[config.mk]
export PLATFORM = sky130hd
export DESIGN_NAME = positive_neighbour_count_3x3
export DESIGN_NICKNAME = d
export VERILOG_FILES = /design/src/sv/pnc_pkg.sv /design/src/sv/pnc_queue.sv /design/src/sv/pnc_front.sv /design/src/sv/pnc_back.sv /design/src/sv/positive_neighbour_count_3x3.sv
export SDC_FILE = /design/constraint.sdc
export NUM_CORES = 1
export LEC_CHECK = 0
export CAP_MARGIN = 0
export CORE_UTILIZATION = 59
export DETAILED_ROUTE_END_ITERATION = 7
export DONT_BUFFER_PORTS = 1
export PLACE_DENSITY = 0.81
export SLEW_MARGIN = 5
export SYNTH_ARGS = -nofsm -noshare
export SYNTH_HDL_FRONTEND = slang
export SYNTH_SLANG_ARGS = --single-unit
[constraint.sdc]
create_clock -name i_clk -period 5.45 [get_ports i_clk]
set_clock_uncertainty 0.15 [all_clocks]
set_input_delay 0.2725 -clock i_clk [delete_from_list [all_inputs] [get_ports i_clk]]
set_output_delay 0.2725 -clock i_clk [all_outputs]
set_load 0.005 [all_outputs]
[src/sv/pnc_pkg.sv]
// Shared types and constants for the positive neighbour count block.
`timescale 1ns / 1ps

package pnc_pkg;

    localparam int MAX_COLS_DEF     = 128;
    localparam int SAMPLE_WIDTH_DEF = 16;
    localparam int QUEUE_DEPTH      = 4;

    localparam int ROWS_W     = 16;
    localparam int COLS_W     = 8;
    localparam int CFG_IDX_W  = 2;
    localparam int CFG_DATA_W = 16;
    localparam int COUNT_W    = 4;
    localparam int OUT_DATA_W = 8;

    localparam logic [CFG_IDX_W-1:0] CFG_FRAME_ROWS = 2'd0;
    localparam logic [CFG_IDX_W-1:0] CFG_FRAME_COLS = 2'd1;

    localparam logic ACT_SAMPLE = 1'b0;
    localparam logic ACT_DRAIN  = 1'b1;

    localparam logic [ROWS_W-1:0] FRAME_ROWS_RST = 16'd8;
    localparam logic [COLS_W-1:0] FRAME_COLS_RST = 8'd8;

    // window bit = row * 3 + col, row 0 on top, col 0 on the left
    localparam logic [8:0] MASK_NEIGHBOURS = 9'h1EF;
    localparam logic [8:0] MASK_TOP        = 9'h007;
    localparam logic [8:0] MASK_BOTTOM     = 9'h1C0;
    localparam logic [8:0] MASK_LEFT       = 9'h049;
    localparam logic [8:0] MASK_RIGHT      = 9'h124;
    localparam logic [8:0] WIN_KEEP        = 9'h0DB;

    // one column push for the back end
    typedef struct packed {
        logic       flag;
        logic       emit;
        logic       last;
        logic [8:0] mask;
    } t_op;

endpackage

[src/sv/pnc_queue.sv]
// Small register FIFO between the front and back ends.
`timescale 1ns / 1ps

module pnc_queue #(
    parameter int WIDTH = 16,
    parameter int DEPTH = pnc_pkg::QUEUE_DEPTH
) (
    input  logic             i_clk,
    input  logic             i_rst_n,
    input  logic             i_push,
    input  logic [WIDTH-1:0] i_data,
    output logic             o_full,
    input  logic             i_pop,
    output logic             o_valid,
    output logic [WIDTH-1:0] o_data
);

    localparam int PW = (DEPTH > 1) ? $clog2(DEPTH) : 1;
    localparam int NW = $clog2(DEPTH + 1);

    logic [WIDTH-1:0] r_mem [DEPTH];
    logic [PW-1:0]    r_wr_ptr;
    logic [PW-1:0]    r_rd_ptr;
    logic [NW-1:0]    r_count;
    logic             push_ok;
    logic             pop_ok;

    assign push_ok = i_push && !o_full;
    assign pop_ok  = i_pop && o_valid;
    assign o_full  = (r_count == NW'(DEPTH));
    assign o_valid = (r_count != '0);
    assign o_data  = r_mem[r_rd_ptr];

    always_ff @(posedge i_clk) begin
        if (!i_rst_n) begin
            r_wr_ptr <= '0;
            r_rd_ptr <= '0;
            r_count  <= '0;
        end else begin
            if (push_ok) begin
                r_wr_ptr <= (r_wr_ptr == PW'(DEPTH - 1)) ? '0 : r_wr_ptr + PW'(1);
            end
            if (pop_ok) begin
                r_rd_ptr <= (r_rd_ptr == PW'(DEPTH - 1)) ? '0 : r_rd_ptr + PW'(1);
            end
            if (push_ok && !pop_ok) begin
                r_count <= r_count + NW'(1);
            end else if (pop_ok && !push_ok) begin
                r_count <= r_count - NW'(1);
            end
        end
    end

    always_ff @(posedge i_clk) begin
        if (push_ok) begin
            r_mem[r_wr_ptr] <= i_data;
        end
    end

    a_no_overflow: assert property (@(posedge i_clk) disable iff (!i_rst_n)
        i_push |-> !o_full)
        else $error("queue push while full");

    a_count_bound: assert property (@(posedge i_clk) disable iff (!i_rst_n)
        r_count <= NW'(DEPTH))
        else $error("queue count out of range");

endmodule

[src/sv/pnc_front.sv]
// Front end: config registers, frame counters and item classification.
`timescale 1ns / 1ps

module pnc_front #(
    parameter int MAX_COLS     = pnc_pkg::MAX_COLS_DEF,
    parameter int SAMPLE_WIDTH = pnc_pkg::SAMPLE_WIDTH_DEF,
    parameter int CW           = (MAX_COLS > 1) ? $clog2(MAX_COLS) : 1
) (
    input  logic                             i_clk,
    input  logic                             i_rst_n,
    input  logic                             i_cfg_valid,
    output logic                             o_cfg_ready,
    input  logic [pnc_pkg::CFG_IDX_W-1:0]    i_cfg_index,
    input  logic [pnc_pkg::CFG_DATA_W-1:0]   i_cfg_data,
    input  logic                             i_item_valid,
    output logic                             o_item_ready,
    input  logic                             i_action,
    input  logic signed [SAMPLE_WIDTH-1:0]   i_sample,
    output logic                             o_push,
    output pnc_pkg::t_op                     o_op,
    output logic [CW-1:0]                    o_addr,
    input  logic                             i_q_full,
    output logic                             o_restart
);

    localparam int ECW = CW + 1;
    localparam int EW  = (ECW > pnc_pkg::COLS_W) ? ECW : pnc_pkg::COLS_W;
    localparam int RW  = pnc_pkg::ROWS_W + 1;

    logic [pnc_pkg::ROWS_W-1:0] r_frame_rows;
    logic [pnc_pkg::COLS_W-1:0] r_frame_cols;
    logic [RW-1:0]              r_in_row,  n_in_row;
    logic [CW-1:0]              r_in_col,  n_in_col;
    logic [pnc_pkg::ROWS_W-1:0] r_out_row, n_out_row;
    logic [CW-1:0]              r_out_col, n_out_col;
    logic                       r_pend,    n_pend;

    logic [pnc_pkg::ROWS_W-1:0] rows_eff;
    logic [EW-1:0]              cols_wide;
    logic [EW-1:0]              cols_sat;
    logic [ECW-1:0]             cols_eff;
    logic                       complete;
    logic                       positive;
    logic                       item_fire;
    logic                       cfg_fire;
    logic                       col_ready;
    logic                       row_last;
    logic                       col_last;
    logic                       in_col_last;
    logic [8:0]                 mask;
    logic                       do_adv;
    logic                       flag;
    logic                       emit;
    logic                       last;

    assign rows_eff  = (r_frame_rows == '0) ? pnc_pkg::ROWS_W'(1) : r_frame_rows;
    assign cols_wide = EW'(r_frame_cols);
    assign cols_sat  = (cols_wide == '0) ? EW'(1) :
                       (cols_wide > EW'(MAX_COLS)) ? EW'(MAX_COLS) : cols_wide;
    assign cols_eff  = cols_sat[ECW-1:0];

    assign complete    = r_in_row >= {1'b0, rows_eff};
    assign positive    = (i_sample != '0) && !i_sample[SAMPLE_WIDTH-1];
    assign item_fire   = i_item_valid && o_item_ready;
    assign cfg_fire    = i_cfg_valid && o_cfg_ready;
    assign col_ready   = (r_in_row >= RW'(2)) || ((r_in_row == RW'(1)) && (r_in_col != '0));
    assign row_last    = ({1'b0, r_out_row} + RW'(1)) >= {1'b0, rows_eff};
    assign col_last    = ({1'b0, r_out_col} + ECW'(1)) >= cols_eff;
    assign in_col_last = ({1'b0, r_in_col} + ECW'(1)) >= cols_eff;

    always_comb begin
        mask = pnc_pkg::MASK_NEIGHBOURS;
        if (r_out_row == '0) begin
            mask = mask & ~pnc_pkg::MASK_TOP;
        end
        if (row_last) begin
            mask = mask & ~pnc_pkg::MASK_BOTTOM;
        end
        if (r_out_col == '0) begin
            mask = mask & ~pnc_pkg::MASK_LEFT;
        end
        if (col_last) begin
            mask = mask & ~pnc_pkg::MASK_RIGHT;
        end
    end

    // classify; a drain in a single-row frame may need a second column push
    always_comb begin
        do_adv = 1'b0;
        flag   = 1'b0;
        emit   = 1'b0;
        n_pend = r_pend;
        if (r_pend) begin
            if (!i_q_full) begin
                do_adv = 1'b1;
                emit   = 1'b1;
                n_pend = 1'b0;
            end
        end else if (item_fire) begin
            if (i_action == pnc_pkg::ACT_SAMPLE) begin
                if (!complete) begin
                    do_adv = 1'b1;
                    flag   = positive;
                    emit   = col_ready;
                end
            end else if (complete) begin
                do_adv = 1'b1;
                emit   = col_ready;
                n_pend = !col_ready;
            end
        end
    end

    assign last = emit && row_last && col_last;

    always_comb begin
        n_in_row  = r_in_row;
        n_in_col  = r_in_col;
        n_out_row = r_out_row;
        n_out_col = r_out_col;
        if (do_adv) begin
            if (in_col_last) begin
                n_in_col = '0;
                n_in_row = r_in_row + RW'(1);
            end else begin
                n_in_col = r_in_col + CW'(1);
            end
        end
        if (emit) begin
            if (last) begin
                n_in_row  = '0;
                n_in_col  = '0;
                n_out_row = '0;
                n_out_col = '0;
            end else if (col_last) begin
                n_out_col = '0;
                n_out_row = r_out_row + pnc_pkg::ROWS_W'(1);
            end else begin
                n_out_col = r_out_col + CW'(1);
            end
        end
    end

    assign o_restart = cfg_fire && ((i_cfg_index == pnc_pkg::CFG_FRAME_ROWS) ||
                                    (i_cfg_index == pnc_pkg::CFG_FRAME_COLS));

    always_ff @(posedge i_clk) begin
        if (!i_rst_n) begin
            r_frame_rows <= pnc_pkg::FRAME_ROWS_RST;
            r_frame_cols <= pnc_pkg::FRAME_COLS_RST;
            r_in_row     <= '0;
            r_in_col     <= '0;
            r_out_row    <= '0;
            r_out_col    <= '0;
            r_pend       <= 1'b0;
        end else if (o_restart) begin
            if (i_cfg_index == pnc_pkg::CFG_FRAME_ROWS) begin
                r_frame_rows <= i_cfg_data[pnc_pkg::ROWS_W-1:0];
            end else begin
                r_frame_cols <= i_cfg_data[pnc_pkg::COLS_W-1:0];
            end
            r_in_row  <= '0;
            r_in_col  <= '0;
            r_out_row <= '0;
            r_out_col <= '0;
            r_pend    <= 1'b0;
        end else begin
            r_in_row  <= n_in_row;
            r_in_col  <= n_in_col;
            r_out_row <= n_out_row;
            r_out_col <= n_out_col;
            r_pend    <= n_pend;
        end
    end

    assign o_cfg_ready  = 1'b1;
    assign o_item_ready = !r_pend && !i_q_full;
    assign o_push       = do_adv;
    assign o_addr       = r_in_col;
    assign o_op         = '{flag: flag, emit: emit, last: last, mask: mask};

    a_pend_complete: assert property (@(posedge i_clk) disable iff (!i_rst_n)
        r_pend |-> complete)
        else $error("second drain push outside a complete frame");

    a_pend_ready: assert property (@(posedge i_clk) disable iff (!i_rst_n)
        r_pend |-> col_ready)
        else $error("second drain push would not yield a result");

endmodule

[src/sv/pnc_back.sv]
// Back end: line store, 3x3 window, neighbour count and output register.
`timescale 1ns / 1ps

module pnc_back #(
    parameter int MAX_COLS = pnc_pkg::MAX_COLS_DEF,
    parameter int CW       = (MAX_COLS > 1) ? $clog2(MAX_COLS) : 1
) (
    input  logic                          i_clk,
    input  logic                          i_rst_n,
    input  logic                          i_restart,
    input  logic                          i_q_valid,
    input  pnc_pkg::t_op                  i_q_op,
    input  logic [CW-1:0]                 i_q_addr,
    output logic                          o_pop,
    output logic                          o_m_valid,
    input  logic                          i_m_ready,
    output logic [pnc_pkg::COUNT_W-1:0]   o_count,
    output logic                          o_last
);

    // entry bit 1 = middle line, bit 0 = line above
    logic [1:0]                  r_mem [MAX_COLS];
    logic [1:0]                  r_line;
    logic                        r_s1_valid;
    pnc_pkg::t_op                r_s1_op;
    logic [CW-1:0]               r_s1_addr;
    logic [8:0]                  r_win;
    logic                        r_out_valid;
    logic [pnc_pkg::COUNT_W-1:0] r_out_count;
    logic                        r_out_last;

    logic                        s1_done;
    logic                        load;
    logic [8:0]                  n_win;
    logic [8:0]                  hits;
    logic [pnc_pkg::COUNT_W-1:0] count;

    assign s1_done = r_s1_valid && (!r_s1_op.emit || !r_out_valid || i_m_ready);
    assign load    = i_q_valid && (!r_s1_valid || s1_done);
    assign o_pop   = load;

    assign n_win = ((r_win >> 1) & pnc_pkg::WIN_KEEP) |
                   {r_s1_op.flag, 2'b00, r_line[1], 2'b00, r_line[0], 2'b00};
    assign hits  = n_win & r_s1_op.mask;

    always_comb begin
        count = '0;
        for (int i = 0; i < 9; i++) begin
            count = count + pnc_pkg::COUNT_W'(hits[i]);
        end
    end

    always_ff @(posedge i_clk) begin
        if (s1_done) begin
            r_mem[r_s1_addr] <= {r_s1_op.flag, r_line[1]};
        end
        if (load) begin
            // same column written this edge: take the new entry
            if (s1_done && (r_s1_addr == i_q_addr)) begin
                r_line <= {r_s1_op.flag, r_line[1]};
            end else begin
                r_line <= r_mem[i_q_addr];
            end
            r_s1_op   <= i_q_op;
            r_s1_addr <= i_q_addr;
        end
        if (s1_done && r_s1_op.emit) begin
            r_out_count <= count;
            r_out_last  <= r_s1_op.last;
        end
    end

    always_ff @(posedge i_clk) begin
        if (!i_rst_n) begin
            r_s1_valid  <= 1'b0;
            r_win       <= '0;
            r_out_valid <= 1'b0;
        end else begin
            if (load) begin
                r_s1_valid <= 1'b1;
            end else if (s1_done) begin
                r_s1_valid <= 1'b0;
            end
            if (i_restart) begin
                r_win <= '0;
            end else if (s1_done) begin
                r_win <= r_s1_op.last ? '0 : n_win;
            end
            if (s1_done && r_s1_op.emit) begin
                r_out_valid <= 1'b1;
            end else if (i_m_ready) begin
                r_out_valid <= 1'b0;
            end
        end
    end

    assign o_m_valid = r_out_valid;
    assign o_count   = r_out_count;
    assign o_last    = r_out_last;

    a_last_clears: assert property (@(posedge i_clk) disable iff (!i_rst_n)
        (s1_done && r_s1_op.last) |=> (r_win == '0))
        else $error("window not cleared after frame end");

    a_last_emits: assert property (@(posedge i_clk) disable iff (!i_rst_n)
        (r_s1_valid && r_s1_op.last) |-> r_s1_op.emit)
        else $error("frame end on a push without result");

    a_count_range: assert property (@(posedge i_clk) disable iff (!i_rst_n)
        (s1_done && r_s1_op.emit) |=> (r_out_count <= pnc_pkg::COUNT_W'(8)))
        else $error("neighbour count above eight");

endmodule

[src/sv/positive_neighbour_count_3x3.sv]
// Top level: positive 3x3 neighbour count over a raster stream.
// Path from the causing transaction to the result: queue, line store read and window
// stage, output register. A drain that needs two column pushes holds tready low until
// its second push is queued. One transaction per cycle while the queue is not full.
// Reset: frame_rows and frame_cols to 8, counters and window cleared; the line
// store is not cleared and needs no clearing pass.
`timescale 1ns / 1ps

module positive_neighbour_count_3x3 #(
    parameter int MAX_COLS     = pnc_pkg::MAX_COLS_DEF,
    parameter int SAMPLE_WIDTH = pnc_pkg::SAMPLE_WIDTH_DEF,
    parameter int IN_DATA_W    = ((SAMPLE_WIDTH + 7) / 8) * 8
) (
    input  logic                               i_clk,
    input  logic                               i_rst_n,
    input  logic                               i_cfg_valid,
    output logic                               o_cfg_ready,
    input  logic [pnc_pkg::CFG_IDX_W-1:0]      i_cfg_index,
    input  logic [pnc_pkg::CFG_DATA_W-1:0]     i_cfg_data,
    input  logic                               i_s_axis_tvalid,
    output logic                               o_s_axis_tready,
    input  logic [IN_DATA_W-1:0]               i_s_axis_tdata,  // sample
    input  logic                               i_s_axis_tuser,  // action
    output logic                               o_m_axis_tvalid,
    input  logic                               i_m_axis_tready,
    output logic [pnc_pkg::OUT_DATA_W-1:0]     o_m_axis_tdata,  // neighbour_count
    output logic                               o_m_axis_tlast
);

    localparam int CW  = (MAX_COLS > 1) ? $clog2(MAX_COLS) : 1;
    localparam int OPW = $bits(pnc_pkg::t_op);
    localparam int QW  = OPW + CW;

    logic                        push;
    pnc_pkg::t_op                push_op;
    logic [CW-1:0]               push_addr;
    logic                        q_full;
    logic                        q_valid;
    logic                        q_pop;
    logic [QW-1:0]               q_data;
    logic                        restart;
    logic [pnc_pkg::COUNT_W-1:0] count;

    pnc_front #(
        .MAX_COLS     (MAX_COLS),
        .SAMPLE_WIDTH (SAMPLE_WIDTH),
        .CW           (CW)
    ) u_front (
        .i_clk        (i_clk),
        .i_rst_n      (i_rst_n),
        .i_cfg_valid  (i_cfg_valid),
        .o_cfg_ready  (o_cfg_ready),
        .i_cfg_index  (i_cfg_index),
        .i_cfg_data   (i_cfg_data),
        .i_item_valid (i_s_axis_tvalid),
        .o_item_ready (o_s_axis_tready),
        .i_action     (i_s_axis_tuser),
        .i_sample     (i_s_axis_tdata[SAMPLE_WIDTH-1:0]),
        .o_push       (push),
        .o_op         (push_op),
        .o_addr       (push_addr),
        .i_q_full     (q_full),
        .o_restart    (restart)
    );

    pnc_queue #(
        .WIDTH (QW),
        .DEPTH (pnc_pkg::QUEUE_DEPTH)
    ) u_queue (
        .i_clk   (i_clk),
        .i_rst_n (i_rst_n),
        .i_push  (push),
        .i_data  ({push_addr, push_op}),
        .o_full  (q_full),
        .i_pop   (q_pop),
        .o_valid (q_valid),
        .o_data  (q_data)
    );

    pnc_back #(
        .MAX_COLS (MAX_COLS),
        .CW       (CW)
    ) u_back (
        .i_clk     (i_clk),
        .i_rst_n   (i_rst_n),
        .i_restart (restart),
        .i_q_valid (q_valid),
        .i_q_op    (pnc_pkg::t_op'(q_data[OPW-1:0])),
        .i_q_addr  (q_data[QW-1:OPW]),
        .o_pop     (q_pop),
        .o_m_valid (o_m_axis_tvalid),
        .i_m_ready (i_m_axis_tready),
        .o_count   (count),
        .o_last    (o_m_axis_tlast)
    );

    assign o_m_axis_tdata = pnc_pkg::OUT_DATA_W'(count);

endmodule
==> results.md, run 1 <==
Power:
- The static leakage power is 7.571 nW.
- The relative contribution of the clock network to total power is 0.296.
- The share of total power dissipated in combinational logic is 0.278.
- The internal power is 6.878 mW.
- Of the total power, the share spent switching nets is 0.3307.
- Of the total power, registers draw 0.426.
- Power spread over the standard cell area amounts to 458.8 nW/um^2.
- Summed over all nets, the switching power comes to 3.399 mW.
- The worst-case IR drop observed on VDD is 0.3312 mV.

Yosys:
- The count of yosys warnings during synthesis is 0.
- Of the post-synthesis cell area, the part taken by muxes is 0.08466.
- The proportion of synthesized chip area in sequential cells is 0.6058.
- The instance count of the mapped netlist is 1631.
- The average cell area after synthesis is 12.53 um^2.
- The count of flip-flops with a built-in enable after synthesis is 353.
- The dominant combinational cell family by area after synthesis is simple AND/OR/NAND/NOR gates.
- The xor/xnor cell area share of the yosys netlist is 0.01414.
- Of the total synthesized cell area, the portion taken by full adders, half adders and majority gates is 0.04530.
- The synthesized design contains 442 register bits.
- The distinct cell type count after synthesis is 73.
- The async set-reset flop share out of synthesis is 0.
- Summing every instance area after synthesis gives 20440 um^2.
- The post-synthesis share of cell area spent on and, or, nand and nor gates is 0.1300.
- Among all flip-flop cells after synthesis, the most frequent one is sky130_fd_sc_hd__edfxtp_1.
- The share of the synthesized area in compound gates (AO/OA/AOI/OAI) came to 0.08748.

Floorplanning:
- Pin placement for this block handled 52 I/O pins.
- Measured along the y axis, the die boundary spans 188.1 um.
- The initial core utilization is 0.6050.
- The area of the die is 35390 um^2.
- After floorplanning, the core was divided into 67 placement rows.
- The area of the core region is 33780 um^2.
- Measured along the x axis, the die boundary spans 188.1 um.

STA:
- Setup violations remaining at the end of the flow were counted as 0.
- The portion of the clock cycle consumed by the worst path in the final layout is 0.8242.
- Timing would allow up to 0.2226 GHz.
- The worst path needs 4.492 ns of the cycle, external delays included.
- The worst slew margin relative to its limit is 0.1840.
- Setup slack on the critical path of the routed design comes to 0.9581 ns.
- The count of final max-slew check failures is 0.
- Setup repair after global routing left no endpoint under its margin.
- The sum of negative setup slack is 0 ns.
- The number of endpoints with negative hold slack in the final report is 0.
- For the pin with the worst max-slew slack, the measured transition is 1.221 ns.

Critical path:
- STA classifies the critical path endpoint as a flip-flop.
- The signal arrival time at the worst endpoint is 4.79 ns.
- The critical path is of the reg -> reg type.
- The worst setup path is launched from a flip-flop.
- The worst endpoint required time is 5.75 ns.
- In this run the worst path has a maximum fanout of 11.

Global routing:
- The number of antenna violations at the first check in global routing came to 0.
- The via count of the first global-routing pass is 13196.
- The total track usage is 0.2638.
- The first global-routing pass estimated 72420 um of wire.
- For met3 alone, demand over resource in global routing was 0.03743.
- The most congested layer reported by global routing is met2.
- The largest net degree at the start of global routing is 122.
- Summed over all layers, the global routing overflow is 0.
- For this run, global-route usage on met2 was measured as 0.4452.
- The met1 track utilization from global routing is 0.3462.

Placed design:
- Summed over all nets, the half-perimeter wirelength after detailed placement is 29500 um.
- Input and output buffers added on the ports amount to 0.
- The worst setup slack before clock tree synthesis is 1.008 ns.
- Routability-driven placement finished with a final weighted congestion of 0.8992.

Detailed routing:
- The final layout contains routed wiring with a total length of 46360 um.
- The routed wire length per instance is 21.88 um.
- The total iterations of the first detailed-routing run is 6.
- The vias after detailed routing is 13393.
- For this run, design rule violations remaining after detail routing come to 0.
- The number of DRC violations after detailed-routing iteration 0 is 1467.
- Dividing the detail-routed via count by the number of cells gives 6.320.
- The residual antenna-violating net count after detailed routing is 0.

CTS:
- In this run the deepest clock path goes through 3 buffers.
- The TritonCTS clock tree is built.
- The sink count of the clock tree is 442.
- The total CTS buffers is 45.
- The clock latency reported for the late side of the worst-skew pair is 0.57 ns.
- The count of cells resized by post-cts repair is 0.
- The clock transition at the register clock pins on the worst setup and hold paths after CTS is 0.06 ns.
- The number of levels the H-tree was split into is 2.
- The buffer type at the clock tree root is sky130_fd_sc_hd__clkbuf_16.

Layout:
- The number of nets in the layout is 1745.
- In the final layout, the share of cells above drive strength 1 is 0.08797.
- The number of filler instances in the final layout is 2310.
- The number of antenna cells inserted is 0.
- The layout overhead on the synthesized area is 9.587%.

Outcome:
- The flow ran to the end, and the final reports show no timing, DRC or antenna violations.

Run:
- The total of max-cap violations is 0.

Min path:
- The min-delay analysis places its worst path in the category in -> reg.
==> per-layer routing <==
layer / share of wire / vias to the layer above
li1: - / 6105
met5: 0 / -
met4: 0.032 / 0
met2: 0.50 / 586
met1: 0.40 / 6590
met3: 0.070 / 112
==> synthesized netlist by cell type, types with 15 or more instances <==
cell                       instances  area share
sky130_fd_sc_hd__clkbuf_1         51      0.0094
sky130_fd_sc_hd__xnor2_1          15      0.0064
sky130_fd_sc_hd__a21boi_0         18      0.0066
sky130_fd_sc_hd__edfxtp_1        353        0.52
sky130_fd_sc_hd__o31ai_1          18      0.0066
sky130_fd_sc_hd__o21ai_0          19      0.0047
sky130_fd_sc_hd__inv_1            47      0.0086
sky130_fd_sc_hd__mux4_2           26       0.029
sky130_fd_sc_hd__nand3_1          51       0.012
sky130_fd_sc_hd__a211oi_1         43       0.016
sky130_fd_sc_hd__nor2b_1          48       0.015
sky130_fd_sc_hd__xor2_1           18      0.0077
sky130_fd_sc_hd__a21o_1           18      0.0066
sky130_fd_sc_hd__and2_1           18      0.0055
sky130_fd_sc_hd__nand4_1          19      0.0058
sky130_fd_sc_hd__nand2_1         122       0.022
sky130_fd_sc_hd__nor2_1          181       0.033
sky130_fd_sc_hd__nor4_1           18      0.0055
sky130_fd_sc_hd__ha_1             66       0.040
sky130_fd_sc_hd__mux2i_1         102       0.050
sky130_fd_sc_hd__dfxtp_1          89       0.087
sky130_fd_sc_hd__a21oi_1          73       0.018
sky130_fd_sc_hd__nor3_1           16      0.0039
==> registers in the layout (all words and copies together) (netlist names), 2 cells and up, named ones only <==
signal	count
u_back.r_mem	256
u_queue.r_mem	72
u_front.r_in_row	17
u_front.r_frame_rows	16
u_front.r_out_row	16
u_back.r_s1_op	11
u_front.cols_wide	8
u_back.r_s1_addr	7
u_front.o_addr	7
u_front.r_out_col	7
u_back.r_win	6
u_back.o_count	4
u_queue.r_count	3
u_back.r_line	2
u_queue.r_rd_ptr	2
u_queue.r_wr_ptr	2
==> layout by cell type (no fill, tap or decap), types with 8 or more instances in the layout <==
| cell | n |
|---|---|
| sky130_fd_sc_hd__nor2_1 | 180 |
| sky130_fd_sc_hd__nand2b_1 | 8 |
| sky130_fd_sc_hd__a21oi_1 | 73 |
| sky130_fd_sc_hd__buf_4 | 21 |
| sky130_fd_sc_hd__mux2i_1 | 102 |
| sky130_fd_sc_hd__clkbuf_16 | 45 |
| sky130_fd_sc_hd__xor2_1 | 18 |
| sky130_fd_sc_hd__nor3_1 | 16 |
| sky130_fd_sc_hd__xnor2_1 | 15 |
| sky130_fd_sc_hd__mux2_2 | 10 |
| sky130_fd_sc_hd__dfxtp_1 | 89 |
| sky130_fd_sc_hd__a211oi_1 | 43 |
| sky130_fd_sc_hd__a22oi_1 | 9 |
| sky130_fd_sc_hd__o211ai_1 | 9 |
| sky130_fd_sc_hd__nand4_1 | 19 |
| sky130_fd_sc_hd__dlygate4sd3_1 | 22 |
| sky130_fd_sc_hd__or4_1 | 14 |
| sky130_fd_sc_hd__ha_1 | 66 |
| sky130_fd_sc_hd__nand2_1 | 122 |
| sky130_fd_sc_hd__and3_1 | 8 |
| sky130_fd_sc_hd__inv_1 | 47 |
| sky130_fd_sc_hd__o31ai_1 | 18 |
| sky130_fd_sc_hd__and2_1 | 18 |
| sky130_fd_sc_hd__a21boi_0 | 18 |
| sky130_fd_sc_hd__edfxtp_1 | 353 |
| sky130_fd_sc_hd__nand3b_1 | 9 |
| sky130_fd_sc_hd__mux4_2 | 24 |
| sky130_fd_sc_hd__nand3_1 | 51 |
| sky130_fd_sc_hd__nor4_1 | 18 |
| sky130_fd_sc_hd__or3_1 | 12 |
| sky130_fd_sc_hd__a21o_1 | 18 |
| sky130_fd_sc_hd__clkbuf_1 | 10 |
| sky130_fd_sc_hd__clkinv_2 | 8 |
| sky130_fd_sc_hd__nor2b_1 | 48 |
| sky130_fd_sc_hd__o21ai_0 | 19 |
==> cell type report <==
cell class / count / area, um^2 / share of cell area
Multi-Input combinational cell: 1053 / 7423 / 0.3314
Timing Repair Buffer: 43 / 377.9 / 0.01687
Clock buffer: 62 / 1260 / 0.05625
Tap cell: 448 / 560.5 / 0.02503
Clock inverter: 22 / 210.2 / 0.009385
Inverter: 49 / 183.9 / 0.008212
Sequential cell: 442 / 12380 / 0.5528
==> worst paths after layout <==
path                        startpoint                    to  slack (ns)  cells after the start
setup / recovery  u_front.r_out_row[2]  u_front.r_out_row[2]        0.96                     15
hold / removal         i_s_axis_tvalid        u_front.r_pend        0.06                      5
setup reg to reg  u_front.r_out_row[2]  u_front.r_out_row[2]        0.96                     15
hold reg to reg        u_back.r_win[4]       u_back.r_win[4]        0.31                      2
==> kinds of logic after synthesis <==
kind of cell,count (synthesis)
AND/OR/NAND/NOR,548
flip-flops,442
AO/OA/AOI/OAI,257
multiplexers,139
buffers and inverters,139
adder cells (fa/ha/maj),71
XOR/XNOR,33
other,2
==> worst max-delay path: stages (launching register included) <==
cell and delay [ns]:
sky130_fd_sc_hd__dfxtp_1 0.46, sky130_fd_sc_hd__nand3_1 0.20, sky130_fd_sc_hd__or3_1 0.47, sky130_fd_sc_hd__nor2_1 0.28
sky130_fd_sc_hd__nand3_1 0.20, sky130_fd_sc_hd__nor2_1 0.18, sky130_fd_sc_hd__xor2_1 0.23, sky130_fd_sc_hd__ha_1 0.29
sky130_fd_sc_hd__nand3_1 0.10, sky130_fd_sc_hd__or4_1 0.12, sky130_fd_sc_hd__o211ai_1 0.07, sky130_fd_sc_hd__a21oi_1 0.44
sky130_fd_sc_hd__buf_4 0.28, sky130_fd_sc_hd__nor2b_1 0.38, sky130_fd_sc_hd__nand2_1 0.20, sky130_fd_sc_hd__o41ai_1 0.31
==> stage by stage <==
step / std cells / area, um^2 / hold WS, ns / utilization / total power, mW
global placement: 2013 / 20710 / 0.1908 / 0.6129 / 7.148
finish: 2119 / 22400 / 0.05655 / 0.6630 / 10.28
floorplan: 1634 / 20450 / 0.2476 / - / 6.488
detailed placement: 2013 / 20710 / 0.1927 / 0.6129 / 7.230
CTS: 2119 / 22400 / 0.05151 / 0.6630 / 10.27
global route: 2119 / 22400 / 0.07680 / 0.6630 / 10.65
==> power by group through the flow <==
stage,sequential (mW),clock (mW),combinational (mW)
floorplan,4.49,0,2.00
finish,4.38,3.04,2.86
global placement,4.43,0,2.72
CTS,4.37,3.07,2.83
global route,4.40,3.19,3.06
detailed placement,4.44,0,2.79
==> what timing repair did <==
| action | in CTS | in global routing |
|---|---|---|
| endpoints found under the hold margin | 36 | 0 |
| hold buffers | 22 | 0 |
| setup buffers | 0 | 0 |
(Power assumes the default switching activity.)
==> inputs of run 2 (changes only) <==
clock period = 4.45 ns   (was 5.45 ns; I/O delays follow)
==> run 2 against run 1 <==
Against the previous run:
- design area rose by 0.85%
- die area did not move
- final cell count rose by 0.66%
- clock power rose by 23%
==> results.md, run 2 (synthesis gave the netlist of run 1 again) <==
Detailed routing:
- The total iterations of the first detailed-routing run is 5 (-1).
- The routed wire length per instance came to 21.79 um (-0.41%).
- The residual antenna-violating net count after detailed routing is 0 (unchanged).
- The DRC violations left is 0 (unchanged).
- The number of DRC violations after detailed-routing iteration 0 came to 1378 (-6.1%).
- The vias after detailed routing is 13514 (+0.90%).
- The average via count per standard cell was 6.336 (+0.24%).
- The total length of routed wires is 46480 um (+0.24%).

Critical path:
- The top fanout value on the critical path is 18 (+7).
- Walking the worst path, the cells encountered are nand3_1, or3_1, nor2_1, nand3_1, nor2_1, xor2_1, ha_1, nand3_1, or4_1, o211ai_1, a21oi_2, buf_4, nor2b_2, nand2_1, o41ai_1.
- The worst endpoint required time is 4.76 ns (-0.99 ns).
- The worst register-to-register path ends at u_front.r_out_row[2].
- The signal arrival time at the worst endpoint is 4.39 ns (-0.40 ns).
- The launch point of the critical path is u_front.r_out_row[2].
- The delay of the slowest critical-path stage is 0.48 ns (about the same).
- The worst reg-to-reg path cell count was 15 (unchanged).
- The critical path startpoint category is a flip-flop.
- The endpoint type of the worst setup path is a flip-flop.
- The setup slack of the worst register-to-register path is 0.36 ns (-0.59 ns).
- The largest individual stage delay along the critical path comes from the cell sky130_fd_sc_hd__or3_1.
- The start-to-end type of the worst setup path is reg -> reg.
- Counting stages on the worst path, the most repeated cell is sky130_fd_sc_hd__nand3_1.
- In this run the critical register-to-register path is launched from u_front.r_out_row[2].

Power:
- The static leakage power came to 7.679 nW (+1.4%).
- The sequential share of power is 0.422 (-0.004).
- The share of power burned in combinational logic is 0.285 (+0.007).
- The maximum vdd drop is 0.3684 mV (+11%).
- The relative contribution of the clock network to total power is 0.293 (-0.003).
- The switching power total is 4.190 mW (+23%).
- The ratio of total power to cell area was 563.8 nW/um^2 (+23%).
- The switching part of the total is 0.3290 (-0.001669).
- The internal power is 8.545 mW (+24%).

CTS:
- TritonCTS built the clock tree.
- The maximum clock path buffer count is 3 (unchanged).
- The clock transition at the register clock pins on the worst setup and hold paths after CTS is 0.06 ns (about the same).
- The total CTS buffers is 44 (-2.2%).
- The clock latency reported for the late side of the worst-skew pair is 0.57 ns (about the same).
- The sink count of the clock tree is 442 (unchanged).
- The buffer type at the clock tree root is sky130_fd_sc_hd__clkbuf_16.
- The number of levels the H-tree was split into is 2 (unchanged).

Layout:
- The leading cell type in the layout, fill and taps excluded is sky130_fd_sc_hd__edfxtp_1.
- Compared with the post-synthesis result, the final layout area differs by 10.52%.
- The multi-input gate area in the final layout is 7430 um^2 (about the same).
- The number of antenna cells inserted is 0 (unchanged).
- Ranked by flip-flop count, first place goes to u_back.r_mem.
- The number of nets in the layout is 1763 (+1.0%).
- The largest registers in the layout are u_back.r_mem: 256 flops, u_queue.r_mem: 72 flops, u_front.r_in_row: 17 flops.
- Leaving out fill and tap cells, the most frequent cells in the layout are sky130_fd_sc_hd__edfxtp_1, sky130_fd_sc_hd__nor2_1, sky130_fd_sc_hd__nand2_1.
- The number of filler instances in the final layout came to 2322 (+0.52%).
- The sequential cell area came to 12380 um^2 (unchanged).
- The number of flip-flops in the largest register came to 256 (unchanged).
- The final core utilization is 0.6686 (+0.005667).
- The proportion of layout cells with a drive suffix above 1 is 0.09911 (+0.01114).

STA:
- Setup repair after global routing left no endpoint under its margin.
- The time the worst path needs with I/O delays and setup is 4.086 ns (-0.4062 ns).
- The sum of negative setup slack came to 0 ns (unchanged).
- The portion of the clock cycle consumed by the worst path in the final layout came to 0.9181 (+0.09394).
- The total of endpoints with negative setup slack in the final report is 0 (unchanged).
- The slew at the pin closest to its max-slew limit came to 1.203 ns (-0.01731 ns).
- The worst slew margin relative to its limit is 0.1955 (+0.01157).
- The worst hold slack is 0.05262 ns (-0.003935 ns).
- The number of endpoints with negative hold slack in the final report was 0 (unchanged).
- The count of final max-slew check failures is 0 (unchanged).
- The fmax is 0.2448 GHz (+9.9%).

Min path:
- The worst min-delay path endpoint is u_front.r_frame_rows[8].
- The classification of the worst-slack hold path is in -> reg.
- The startpoint identified for the worst hold timing path is i_cfg_index[0].
- The count of cells along the worst hold path is 3 (-2).

Global routing:
- The number of antenna violations at the first check in global routing came to 0 (unchanged).
- The largest net degree at the start of global routing is 108 (-11%).
- The total congestion overflow after global routing is 0 (unchanged).
- The via count of the first global-routing pass is 13213 (+0.13%).
- The wire length of the first global-routing pass came to 72260 um (-0.21%).
- The total track usage came to 0.2632 (-0.0006218).

Outcome:
- The run finished with clean final reports.

Floorplanning:
- The width of the die is 188.1 um (unchanged).
- The site row count is 67 (unchanged).
- The vertical die dimension came to 188.1 um (unchanged).
- The area of the core region is 33780 um^2 (unchanged).
- The initial core utilization is 0.6050 (unchanged).
- The boundary pin count is 52 (unchanged).
- The area of the die is 35390 um^2 (unchanged).

Placed design:
- The global placer's final weighted congestion is 0.9365 (+4.1%).
- The detailed-placement wirelength estimate was 29560 um (+0.23%).
- The count of buffers inserted at the top-level ports is 0 (unchanged).

Run:
- The total of max-cap violations was 0 (unchanged).
==> run 2: changes by cell type in the layout (fill, tap and decap cells not counted), sizes merged <==
cell | previous run | this run
buf | 21 | 38
clkinv | 16 | 13
clkbuf | 62 | 60
dlygate4sd3 | 22 | 24
==> run 2: layer usage <==
metal	GRT usage	wire, um	vias up
li1	-	-	6120
met2	0.4510	23160	638
met5	0	0	-
met4	0.1023	1670	0
met3	0.04454	3530	125
met1	0.3338	18110	6631
==> run 2: worst max-delay path: cells and delay by family, from the launching register on <==
| family | cells | cell delay [ns] |
|---|---|---|
| fa+ha+maj | 1 | 0.29 |
| buf+inv | 1 | 0.31 |
| flops | 1 | 0.46 |
| compound gates | 3 | 0.63 |
| simple gates | 9 | 1.93 |
| xor+xnor | 1 | 0.23 |
==> run 2: power by group through the flow <==
| stage | sequential [mW] | combinational (mW) | clock, mW |
|---|---|---|---|
| after floorplan | 5.49 | 2.45 | 0 |
| after global placement | 5.43 | 3.44 | 0 |
| after detailed placement | 5.45 | 3.51 | 0 |
| after CTS | 5.37 | 3.58 | 3.76 |
| after global routing | 5.40 | 3.85 | 3.91 |
| final | 5.38 | 3.62 | 3.73 |
==> run 2: final cells by class <==
class	instances	area share
Clock buffer	60	0.05694
Clock inverter	19	0.008142
Inverter	49	0.008142
Multi-Input combinational cell	1053	0.3289
Sequential cell	442	0.5481
Tap cell	448	0.02481
Timing Repair Buffer	62	0.02493
==> run 2: how the worst max path moves through the flow <==
stage                                       to  slack, ns  cells after the start
after floorplan              u_back.o_count[1]       0.14                      8
after global placement    u_front.r_out_row[2]       0.27                     15
after detailed placement  u_front.r_out_row[2]       0.16                     15
after CTS                 u_front.r_out_row[2]       0.13                     15
after global routing      u_front.r_out_row[3]       0.08                     15
final                     u_front.r_out_row[2]       0.36                     15
==> run 2: stage by stage <==
step | cell area, um^2 | cells | setup slack [ns] | power [mW]
global route | 22590 | 2133 | 0.08481 | 13.16
floorplan | 20450 | 1634 | 0.1433 | 7.946
CTS | 22580 | 2133 | 0.1291 | 12.71
finish | 22590 | 2133 | 0.3643 | 12.74
detailed placement | 20870 | 2030 | 0.1620 | 8.963
global placement | 20870 | 2030 | 0.2658 | 8.874
==> run 2: timing repair <==
action                                  CTS  global route
gates resized for setup                   0             2
endpoints found under the setup margin    0             9
setup buffers                             0             0
hold endpoints to repair                 36             0
hold buffers                             24             0
